`src/rtl/core/sid_pkg.sv`:
```
// ----------------------------------------------------------------------------
// sid_pkg
// Shared widths, register indexes and payload types of the 2D segment
// intersection unit.
// ----------------------------------------------------------------------------
`default_nettype none

package sid_pkg;

   localparam int COORD_WIDTH    = 32;
   localparam int DIFF_WIDTH     = COORD_WIDTH + 1;
   localparam int PROD_WIDTH     = 2 * DIFF_WIDTH;
   localparam int DET_WIDTH      = PROD_WIDTH + 1;
   localparam int NUM_LO_WIDTH   = (DET_WIDTH + 1) / 2;
   localparam int NUM_HI_WIDTH   = DET_WIDTH - NUM_LO_WIDTH;
   localparam int PART_WIDTH     = DIFF_WIDTH + DET_WIDTH;
   localparam int DIVIDEND_WIDTH = PART_WIDTH + 1;
   localparam int REM_WIDTH      = DET_WIDTH + 1;
   localparam int QUOT_WIDTH     = DIFF_WIDTH;
   localparam int DIV_LATENCY    = QUOT_WIDTH + 1;
   localparam int SQ_WIDTH       = 2 * (COORD_WIDTH + 1);
   localparam int NUM_LANES      = 4;

   localparam int TOL_WIDTH       = 32;
   localparam int CSR_INDEX_WIDTH = 1;
   localparam int CSR_DATA_WIDTH  = 32;

   localparam logic [CSR_INDEX_WIDTH-1:0] REG_DET_ZERO_TOL = 1'd0;
   localparam logic [CSR_INDEX_WIDTH-1:0] REG_COH_TOL_SQ   = 1'd1;

   localparam logic [TOL_WIDTH-1:0] DET_ZERO_TOL_RESET = 32'd1;
   localparam logic [TOL_WIDTH-1:0] COH_TOL_SQ_RESET   = 32'd64;

   localparam int FIFO_DEPTH     = 2;
   localparam int FIFO_PTR_WIDTH = $clog2(FIFO_DEPTH);
   localparam int FIFO_CNT_WIDTH = $clog2(FIFO_DEPTH + 1);

   typedef struct packed {
      logic signed [COORD_WIDTH-1:0] a_start_u;
      logic signed [COORD_WIDTH-1:0] a_start_v;
      logic signed [COORD_WIDTH-1:0] a_end_u;
      logic signed [COORD_WIDTH-1:0] a_end_v;
      logic signed [COORD_WIDTH-1:0] b_start_u;
      logic signed [COORD_WIDTH-1:0] b_start_v;
      logic signed [COORD_WIDTH-1:0] b_end_u;
      logic signed [COORD_WIDTH-1:0] b_end_v;
   } sid_req_type;

   typedef struct packed {
      logic                          hit;
      logic signed [COORD_WIDTH-1:0] cross_u;
      logic signed [COORD_WIDTH-1:0] cross_v;
   } sid_rsp_type;

   // classified item handed from the front end to the back end
   typedef struct packed {
      logic                                   ok;
      logic [NUM_LANES-1:0][COORD_WIDTH-1:0]  start;  // asu, asv, bsu, bsv
      logic [NUM_LANES-1:0][DIFF_WIDTH-1:0]   dir;    // du, dv, eu, ev
      logic [DET_WIDTH-1:0]                   n1;
      logic [DET_WIDTH-1:0]                   n2;
      logic [DET_WIDTH-1:0]                   det;
   } sid_entry_type;

endpackage

`default_nettype wire

```
`src/rtl/core/sid_fifo.sv`:
```
// ----------------------------------------------------------------------------
// sid_fifo
// Short queue between the front end and the back end.
// ----------------------------------------------------------------------------
`default_nettype none

module sid_fifo import sid_pkg::*; (
   input  wire logic          clock,
   input  wire logic          reset,
   input  wire logic          push,
   input  wire sid_entry_type push_entry,
   input  wire logic          pop,
   output logic               out_valid,
   output sid_entry_type      out_entry,
   output logic               full
);

   sid_entry_type mem [0:FIFO_DEPTH-1];

   logic [FIFO_PTR_WIDTH-1:0] wr_ptr_ff, wr_ptr_in, rd_ptr_ff, rd_ptr_in;
   logic [FIFO_CNT_WIDTH-1:0] count_ff, count_in;
   logic                      do_pop;

   assign do_pop = pop && (count_ff != '0);

   always_comb begin
      wr_ptr_in = wr_ptr_ff;
      rd_ptr_in = rd_ptr_ff;
      count_in  = count_ff;
      if (push) begin
         wr_ptr_in = (wr_ptr_ff == FIFO_PTR_WIDTH'(FIFO_DEPTH - 1)) ? '0
                   : wr_ptr_ff + 1'b1;
      end
      if (do_pop) begin
         rd_ptr_in = (rd_ptr_ff == FIFO_PTR_WIDTH'(FIFO_DEPTH - 1)) ? '0
                   : rd_ptr_ff + 1'b1;
      end
      if (push && !do_pop) begin
         count_in = count_ff + 1'b1;
      end else if (!push && do_pop) begin
         count_in = count_ff - 1'b1;
      end
   end

   always_ff @(posedge clock) begin
      if (reset) begin
         wr_ptr_ff <= '0;
         rd_ptr_ff <= '0;
         count_ff  <= '0;
      end else begin
         wr_ptr_ff <= wr_ptr_in;
         rd_ptr_ff <= rd_ptr_in;
         count_ff  <= count_in;
      end
   end

   always_ff @(posedge clock) begin
      if (push) begin
         mem[wr_ptr_ff] <= push_entry;
      end
   end

   assign out_valid = (count_ff != '0);
   assign out_entry = mem[rd_ptr_ff];
   assign full      = (count_ff == FIFO_CNT_WIDTH'(FIFO_DEPTH));

endmodule

`default_nettype wire

```
`config.mk`:
```
export PLATFORM = sky130hd
export DESIGN_NAME = sid_fifo
export DESIGN_NICKNAME = d
export VERILOG_FILES = /design/src/rtl/core/sid_pkg.sv /design/src/rtl/core/sid_fifo.sv
export SDC_FILE = /design/constraint.sdc
export NUM_CORES = 1
export LEC_CHECK = 0
export BUFFER_PORTS_ARGS = -buffer_cell sky130_fd_sc_hd__buf_4
export CORE_AREA = 2 2 361 363
export CTS_BUF_LIST = sky130_fd_sc_hd__clkbuf_4 sky130_fd_sc_hd__clkbuf_8
export DETAILED_ROUTE_END_ITERATION = 16
export DIE_AREA = 0 0 363 365
export HOLD_SLACK_MARGIN = 0.12
export PLACE_DENSITY_LB_ADDON = 0.08
export REMOVE_ABC_BUFFERS = 1
export SLEW_MARGIN = 10
export SYNTH_ARGS = -nofsm -noshare
export SYNTH_HDL_FRONTEND = slang
export SYNTH_SLANG_ARGS = --single-unit
export TNS_END_PERCENT = 100
```
`constraint.sdc`:
```
create_clock -name clock -period 68.8 [get_ports clock]
set_clock_uncertainty 0.1 [all_clocks]
set_input_delay 13.76 -clock clock [delete_from_list [all_inputs] [get_ports clock]]
set_output_delay 13.76 -clock clock [all_outputs]
set_load 0.03 [all_outputs]
```
# Word level (Yosys, flattened, before mapping)
# Memories as Yosys holds them, arrays and structs flattened. A register that Yosys moved wholly into a read port is not among the register bits.
# Cells that the tools add are included.
totals:
  regBits: 4
  ramBits: 924
  input_bits: 466
  out_inout_bits: 464
  elab_cells: 24
  n_memories: 1
memory_table:
  columns: ["memory", "words", "word_bits", "read_ports", "rd_ports_with_merged_regs", "write_ports", "line", "source"]
  rows:
  - ["mem", 2, 462, 1, 1, 1, "sid_fifo.sv:18", "sid_entry_type mem [0:FIFO_DEPTH-1];"]
classes:
  add_sub_neg: 4
  n_eq_ne: 1
  mux: 8
  reduce_logical: 7
ops:
  columns: ["op", "count"]
  rows:
  - ["two-way mux 1 bit", 6]
  - ["two-way mux 2 bit", 2]
  - ["nonzero test 2 bit", 2]
  - ["logical AND 1 bit", 3]
  - ["adder 1 bit, second input constant", 2]
  - ["adder 2 x 1 -> 2 bit, second input constant", 1]
  - ["== test 2 bit, second input constant", 1]
  - ["logical NOT 1 bit", 2]
  - ["subtractor 2 x 1 -> 2 bit, second input constant", 1]

# Longest topological paths before layout
# Gate-level depths: netlist of run 1.
logic_depth:
  depth_word: 5
  ltp_mapped: 5
  depth_no_buf: 5

# Least setup slack after synthesis of run 1
# OpenSTA, ideal clock, no wires.
synth_path:
  path_kind: "input to register"
  from: "input port push"
  to: "memory mem[0][0] (netlist bit), enable pin"
  setup_time_ps: 1353
  t_arrival_ps: 33575
  required_time_ps: 67347
  slack_ps: 33772
  path_stages: 1
  n_path_buf: 0
  path_cell_list: "nor2b_1"
synth_between:
  elab_chain_cells: 2
synth_rtl:
  columns: ["item", "line", "source"]
  rows:
  - ["start: declaration", "sid_fifo.sv:10", "input wire logic push,"]
  - ["two-way mux 1 bit", "sid_fifo.sv:58", "if (push) begin"]
  - ["two-way mux 1 bit (implied by the code)", "sid_fifo.sv:59", "mem[wr_ptr_ff] <= push_entry;"]
  - ["end: declaration", "sid_fifo.sv:18", null]
# Every way passes these cells.

==> results.ini, run 1 <==
[die]
die_h_um=365
die_x_um=363
core.rowCount=132
num_io_pins=930
dieArea_um2=132500
initial_core_util_pct=26.07
core-area_um2=128700

[timing]
period_minus_slack_ns=18.40
finalCritPeriodShare_pct=26.75
max_slew_margin_pct=30.59
setup_ws_ns=50.40
rsz0062_at_grt=false
whs_ns=0.4134
slew_viol_final=0
hold_violations=0
timing.fmax_mhz=54.34
worstMarginPinSlew_ns=1.041
setup_tns_ns=0
setup_viol=0

[logic_synthesis]
ys_seq_area_share_pct=83.03
ys_warn_count=0
ys_seq_elements=929
synthCells=1459
avgSynthCellArea_um2=22.99
syn-cell-area_um2=33540
synth_cell_type_count=16

[placement]
placed_area_um2=42410
dp_slack_ns=51.06
numPlacedInstances=4033
dpl.hpwl_mm=74.10
gp_congestion=0.7850
port-buffer-count=929

[route]
met1_length_mm=33.14
top_layer=met5
drc=0
ant_nets=0
wl_met2_mm=55.42
wirelength_mm=103.0
via_count=17960
vias_per_cell=4.139
dr_wl_met3_mm=10.63
first_pass_iters=7
drtIter0Drc=814
wl_per_cell_um=23.73

[clock_network]
h-tree-depth=4
clkLatencyLatePin_ns=0.83
cts_buffer_depth=3
path_clk_slew_ns=0.06
cts_tree=done
postCtsSetupBuffers=0
ctsResizeCount=0
root_buffer=clkbuf_8
hold_buffers=0
cts_buffers=166
cts_sinks=929

[min_path]
hold_class=flip-flop to flip-flop

[final_layout]
syn_to_final_growth_pct=35.94
nets=2993
utilization_pct=35.44
instances_no_fill=4339
mostFrequentLayoutCells=949 x buf_4, 924 x edfxtp_1, 282 x mux2_2
finalInstanceArea_um2=45590
final_common_cell=buf_4
drive_above_1_share_pct=56.09

[global_route]
grt_pass1_wl_mm=139.9
grt_max_degree=147
grt_usage_pct=15.02
antenna_found_initial=30
grt_pass1_vias=19810
overflow=0

[pwr]
ir_drop_v=0.00002771
power.total_mw=1.663
pwr_density_cell_nw_per_um2=36.48
total_leakage_power_nw=16.74

[worst_setup_path]
crit_type=flip-flop to output pin
r2r_setup_slack_ns=64.57
end_kind=output pin
arrival_ns=4.54
crit_path_max_fanout=146
start_kind=flip-flop
required_ns=54.94

[run]
maxCapViolCount=0

[outcome]
status=complete, no violations

cell families (layout without fill, tap and decap cells):
group / count (synthesis) / count (layout) / share of synthesized area [%]
DFF: 929 / 929 / 83.03
muxes: 462 / 462 / 15.51
buffers and inverters: 51 / 1243 / 1.134
and+or+nand+nor: 9 / 9 / 0.1381
xor gates and xnor gates: 4 / 4 / 0.1045
AOI/OAI and AO/OA: 3 / 3 / 0.04475
adders and majority gates: 1 / 1 / 0.03730
other: 0 / 13 / 0
routing by layer:
metal	vias up	global-route usage, %
met5	-	0
met4	34	7.176
met3	213	7.503
met2	719	27.32
met1	8971	13.85
li1	8022	-
cell usage after synthesis:
master | n | area share, %
ha_1 | 1 | 0.037
nor2b_1 | 2 | 0.037
dfxtp_1 | 5 | 0.30
edfxtp_1 | 924 | 83
mux2_1 | 180 | 6.0
o21ai_0 | 2 | 0.030
or2_2 | 1 | 0.019
buf_2 | 31 | 0.46
or3_1 | 1 | 0.019
and2_1 | 1 | 0.019
xor2_1 | 3 | 0.078
a21oi_1 | 1 | 0.015
xnor2_1 | 1 | 0.026
mux2_2 | 282 | 9.5
nor2_1 | 4 | 0.045
buf_6 | 20 | 0.67
path summary, 6_finish.rpt:
path,start,to,cells after the start
max reg2reg,wr_ptr_ff$_SDFFE_PP0P_,mem[1][221]$_DFFE_PP_,4
min reg2reg,rd_ptr_ff$_SDFFE_PP0P_,rd_ptr_ff$_SDFFE_PP0P_,2
min,rd_ptr_ff$_SDFFE_PP0P_,rd_ptr_ff$_SDFFE_PP0P_,2
max,flip-flop,out_entry[124],5
registers in the layout, summed over array words and instances (netlist names), named ones only:
| register | count |
|---|---|
| rd_ptr_ff | 1 |
| mem | 924 |
| wr_ptr_ff | 1 |
| count_ff | 2 |
power by group:
| group | total (mW) | internal (mW) | switching [mW] |
|---|---|---|---|
| clock | 0.492 | 0.267 | 0.225 |
| sequential | 0.676 | 0.664 | 0.0129 |
| combinational | 0.495 | 0.191 | 0.304 |
| total | 1.66 | 1.12 | 0.542 |
area by class of cell:
class	instances	area, um^2
Antenna cell	13	32.53
Clock buffer	233	2813
Clock inverter	60	336.6
Fill cell	12310	83060
Multi-Input combinational cell	479	5321
Sequential cell	929	27850
Tap cell	1675	2096
Timing Repair Buffer	950	7144
worst max-delay path, stage by stage, from the launching register on:
cell and delay [ns]:
dfxtp_4 0.70, buf_12 0.59, buf_4 0.81, buf_4 0.73
mux2_2 0.42, buf_4 0.17
Power figures use the tool's default switching activity.
==> run 2, diff against run 1 <==
==> constraint.sdc (replaced) <==
create_clock -name clock -period 17.4 [get_ports clock]
set_clock_uncertainty 0.1 [all_clocks]
set_input_delay 3.48 -clock clock [delete_from_list [all_inputs] [get_ports clock]]
set_output_delay 3.48 -clock clock [all_outputs]
set_load 0.03 [all_outputs]
==> results.ini, run 2 (same netlist as run 1, synthesis figures left out) <==
[timing]
period_minus_slack_ns=7.751
timing.fmax_mhz=129.0
worstMarginPinSlew_ns=1.261
setup_viol=0
max_slew_margin_pct=15.90
slew_viol_final=0
setup_ws_ns=9.649
rsz0062_at_grt=false
hold_violations=0
finalCritPeriodShare_pct=44.55

[final_layout]
largest_reg_flops=924
nets=2987
regArea_um2=27850
fillers=12310
drive_above_1_share_pct=56.49
utilization_pct=35.47
reg_top3=mem (924), count_ff (2)
multi_input_area_um2=5321
regMostFlops=mem
instances_no_fill=4333
final_common_cell=buf_4
finalInstanceArea_um2=45630
syn_to_final_growth_pct=36.06
mostFrequentLayoutCells=936 x buf_4, 924 x edfxtp_1, 282 x mux2_2

[global_route]
grt_pass1_vias=19650
overflow=0
grt_max_degree=160
grt_usage_pct=14.67
antenna_found_initial=28
grt_pass1_wl_mm=136.1

[die]
num_io_pins=930
core.rowCount=132
initial_core_util_pct=26.07
die_h_um=365
dieArea_um2=132500
die_x_um=363
core-area_um2=128700

[pwr]
ir_drop_v=0.00008389
power.total_mw=6.580
total_leakage_power_nw=16.74
pwr_density_cell_nw_per_um2=144.2

[worst_setup_path]
cpMostUsedCell=buf_4
required_ns=13.82
crit_type=flip-flop to output pin
arrival_ns=4.17
reg2reg_from=wr_ptr_ff$_SDFFE_PP0P_
cp_cell_sequence=buf_12 > buf_4 > mux2_2 > buf_4
start_kind=flip-flop
rr_worst_depth=3
end_kind=output pin
slowest_delay_ns=0.86
crit_path_max_fanout=159
crit_path_top_delay_cell=buf_4
r2r_setup_slack_ns=13.92
r2r_end=mem[1][421]$_DFFE_PP_

[clock_network]
ctsResizeCount=0
h-tree-depth=4
path_clk_slew_ns=0.06
cts_buffer_depth=3
clkLatencyLatePin_ns=0.86
cts_buffers=168
hold_buffers=0
cts_tree=done
postCtsSetupBuffers=0
root_buffer=clkbuf_8
cts_sinks=929

[placement]
placed_area_um2=42410
port-buffer-count=929
dpl.hpwl_mm=71.55
dp_slack_ns=10.56
numPlacedInstances=4025
gp_congestion=0.7984

[route]
first_pass_iters=4
vias_per_cell=4.122
wirelength_mm=101.5
via_count=17860
drc=0
drtIter0Drc=903
ant_nets=0
wl_per_cell_um=23.42

[run]
maxCapViolCount=0

[min_path]
holdCritStartpoint=rd_ptr_ff$_SDFFE_PP0P_
min_path_cells=2
hold_class=flip-flop to flip-flop

[outcome]
status=complete, no violations

## run 2: cell count changes in the layout (fill, tap and decap cells not counted), sizes merged
cell / previous run / this run
clkinvlp: 3 / 6
diode: 13 / 17
bufinv: 1 / 0
buf: 950 / 942
clkinv: 48 / 32
inv: 8 / 5
clkbuf: 233 / 248
## run 2: how the worst max path moves through the flow
stage                   start                  end  slack (ns)  depth (start not counted)
floorplan                push  mem[0][0]$_DFFE_PP_       -7.35                          1
global placement    flip-flop       out_entry[211]       10.66                          4
detailed placement  flip-flop       out_entry[150]       10.56                          4
CTS                 flip-flop        out_entry[57]        9.53                          4
global route        flip-flop       out_entry[364]        9.38                          4
finish              flip-flop       out_entry[448]        9.65                          4
## run 2: stage by stage
stage,hold WS [ns],TNS (ns)
final,0.4102,0
after global routing,0.4331,0
after CTS,0.4137,0
after detailed placement,0.4013,0
after global placement,0.3898,0
after floorplan,0.3655,-3394.58
## run 2: worst max-delay path, delay by kind of cell (launching register included)
kind	cells	cell delay, ns
multiplexers	1	0.43
buffers and inverters	3	1.58
flip-flops	1	0.79
## run 2: where the power goes
group	internal [mW]	switching [mW]	leakage, nW
registers	2.62	0.0548	8.71
logic	0.758	1.19	6.34
clock network	1.07	0.883	1.68
total	4.45	2.12	16.7
## run 2: cell type report
| cell class | instances | share of cell area (%) |
|---|---|---|
| Clock inverter | 43 | 0.5374 |
| Multi-Input combinational cell | 479 | 11.66 |
| Clock buffer | 248 | 6.424 |
| Tap cell | 1675 | 4.593 |
| Antenna cell | 17 | 0.09322 |
| Sequential cell | 929 | 61.03 |
| Timing Repair Buffer | 942 | 15.66 |
## run 2: layer usage
| metal | up-vias | global-route usage [%] | wire [um] |
|---|---|---|---|
| met5 | - | 0 | 138 |
| met4 | 22 | 8.787 | 4854 |
| met3 | 221 | 7.639 | 10830 |
| met2 | 730 | 26.01 | 53610 |
| met1 | 8876 | 13.19 | 32050 |
| li1 | 8010 | - | - |
==> run 3, diff against run 2 <==
--- a/config.mk
+++ b/config.mk
@@ -5,11 +5,12 @@
 export SDC_FILE = /design/constraint.sdc
 export NUM_CORES = 1
 export LEC_CHECK = 0
+export ABC_AREA = 1
 export BUFFER_PORTS_ARGS = -buffer_cell sky130_fd_sc_hd__buf_4
-export CORE_AREA = 2 2 361 363
+export CORE_AREA = 2 2 362 364
 export CTS_BUF_LIST = sky130_fd_sc_hd__clkbuf_4 sky130_fd_sc_hd__clkbuf_8
 export DETAILED_ROUTE_END_ITERATION = 16
-export DIE_AREA = 0 0 363 365
+export DIE_AREA = 0 0 364 366
 export HOLD_SLACK_MARGIN = 0.12
 export PLACE_DENSITY_LB_ADDON = 0.08
 export REMOVE_ABC_BUFFERS = 1
==> constraint.sdc (replaced) <==
create_clock -name clock -period 6.8 [get_ports clock]
set_clock_uncertainty 0.1 [all_clocks]
set_input_delay 1.36 -clock clock [delete_from_list [all_inputs] [get_ports clock]]
set_output_delay 1.36 -clock clock [all_outputs]
set_load 0.03 [all_outputs]
==> results.ini, run 3 <==
[placement]
dpl.hpwl_mm=76.22
dp_slack_ns=3.067
port-buffer-count=929
gp_congestion=0.7992

[global_route]
overflow=0
grt_usage_pct=15.45
grt_pass1_vias=20130
grt_pass1_wl_mm=144.3
antenna_found_initial=37
grt_max_degree=133

[clock_network]
hold_buffers=0
cts_sinks=929
ctsResizeCount=0
path_clk_slew_ns=0.05
cts_tree=done
postCtsSetupBuffers=0
h-tree-depth=4
cts_buffers=166
cts_buffer_depth=3
clkLatencyLatePin_ns=0.81
root_buffer=clkbuf_8

[timing]
setup_ws_ns=2.317
hold_violations=0
slew_viol_final=0
max_slew_margin_pct=33.60
worstMarginPinSlew_ns=0.9960
whs_ns=0.4164
setup_tns_ns=0
finalCritPeriodShare_pct=65.93
setup_viol=0
timing.fmax_mhz=223.0
period_minus_slack_ns=4.483
rsz0062_at_grt=false

[final_layout]
mostFrequentLayoutCells=948 x buf_4, 924 x edfxtp_1, 282 x mux2_2
syn_to_final_growth_pct=36.92
reg_top3=mem (924), count_ff (2)
nets=3014
regMostFlops=mem
final_common_cell=buf_4
drive_above_1_share_pct=55.81
fillers=12250
largest_reg_flops=924
utilization_pct=35.62

[pwr]
pwr_density_cell_nw_per_um2=311.2
ir_drop_v=0.0001640
power.total_mw=14.30
total_leakage_power_nw=16.87

[worst_setup_path]
cp_cell_sequence=buf_12 > mux2_2 > buf_4
crit_path_max_fanout=108
required_ns=5.34
crit_path_top_delay_cell=dfxtp_4
reg2reg_from=wr_ptr_ff$_SDFFE_PP0P_
start_kind=flip-flop
arrival_ns=3.02
end_kind=output pin
rr_worst_depth=3
r2r_setup_slack_ns=4.38
path_buf_inv=2
slowest_delay_ns=0.95
crit_family=flip-flops
crit_type=flip-flop to output pin
r2r_end=mem[0][202]$_DFFE_PP_

[logic_synthesis]
synth.most_common_cell=edfxtp_1
avgSynthCellArea_um2=22.80
ys_warn_count=0
ys_seq_area_share_pct=82.97
syn-cell-area_um2=33560
synth_ff_type=edfxtp_1
yosys-top-cells-area=edfxtp_1 83%, mux2_2 9.5%, mux2_1 6.0%
yosysTopAreaCellShare_pct=82.68
synth_cell_type_count=15
synth-edff-count=924
ys_async_sr_fraction_pct=0
yosysTopAreaCell=edfxtp_1
ys_seq_elements=929
synthCells=1472
ys_top_cells_by_count=924 x edfxtp_1, 282 x mux2_2, 180 x mux2_1

[route]
wirelength_mm=106.0
drtIter0Drc=828
ant_nets=0
vias_per_cell=4.093
via_count=18190
first_pass_iters=5
wl_per_cell_um=23.86
drc=0

[run]
maxCapViolCount=0

[die]
dieArea_um2=133200
initial_core_util_pct=26.02
core-area_um2=129000
core.rowCount=132
die_x_um=364
die_h_um=366
num_io_pins=930

[min_path]
hold_class=flip-flop to flip-flop
holdCritStartpoint=rd_ptr_ff$_SDFFE_PP0P_
min_path_cells=2

[outcome]
status=complete, no violations

==> run 3: cells by family after synthesis <==
logic type | after synthesis | share of synthesized area, %
AO/OA/AOI/OAI | 3 | 0.04472
adder cells (fa/ha/maj) | 1 | 0.03728
AND/OR/NAND/NOR | 18 | 0.2200
flip-flops | 929 | 82.97
multiplexers | 462 | 15.50
buffers and inverters | 59 | 1.223
==> run 3: worst max path at each step <==
stage          startpoint             endpoint  slack, ns  cells after the start
2_1_floorplan        push  mem[0][0]$_DFFE_PP_     -15.30                      2
3_3_place_gp    flip-flop       out_entry[199]       3.08                      3
3_5_place_dp    flip-flop       out_entry[199]       3.07                      3
4_1_cts         flip-flop       out_entry[199]       2.08                      3
5_1_grt         flip-flop        out_entry[51]       2.06                      3
6_report        flip-flop       out_entry[145]       2.32                      3
==> run 3: through the flow <==
stage / instances / cell area (um^2)
floorplan: 1421 / 33180
global placement: 4121 / 42700
detailed placement: 4121 / 42700
CTS: 4417 / 45880
global route: 4439 / 45940
finish: 4444 / 45950
==> run 3: metal layers <==
| metal | track usage, % | up-vias | wire (um) |
|---|---|---|---|
| met1 | 13.76 | 9076 | 33350 |
| met3 | 7.391 | 237 | 10820 |
| met5 | 0 | - | 144 |
| li1 | - | 8100 | - |
| met2 | 28.32 | 751 | 57160 |
| met4 | 8.259 | 24 | 4540 |
==> run 3: report_power, final <==
part           internal [mW]  switching [mW]  leakage (nW)
Sequential              6.65           0.106          8.71
Combinational          0.981            1.50          6.48
Clock                   2.77            2.29          1.68
==> run 3: layout make-up <==
type	instances	area [um^2]	share of cell area [%]
sequential	929	27850	60.61
antenna	27	67.56	0.1470
timing repair buffer	958	7317	15.92
clock inverter	69	425.4	0.9258
inverter	8	37.54	0.08169
multi-input combinational	484	5311	11.56
clock buffer	227	2761	6.010
tap	1742	2180	4.743
==> run 3: worst min-delay path: cells and delay by family (launching register included) <==
kind               cells  cell delay (ns)
DFF                    1             0.33
and+or+nand+nor        1             0.09
AOI/OAI and AO/OA      1             0.06
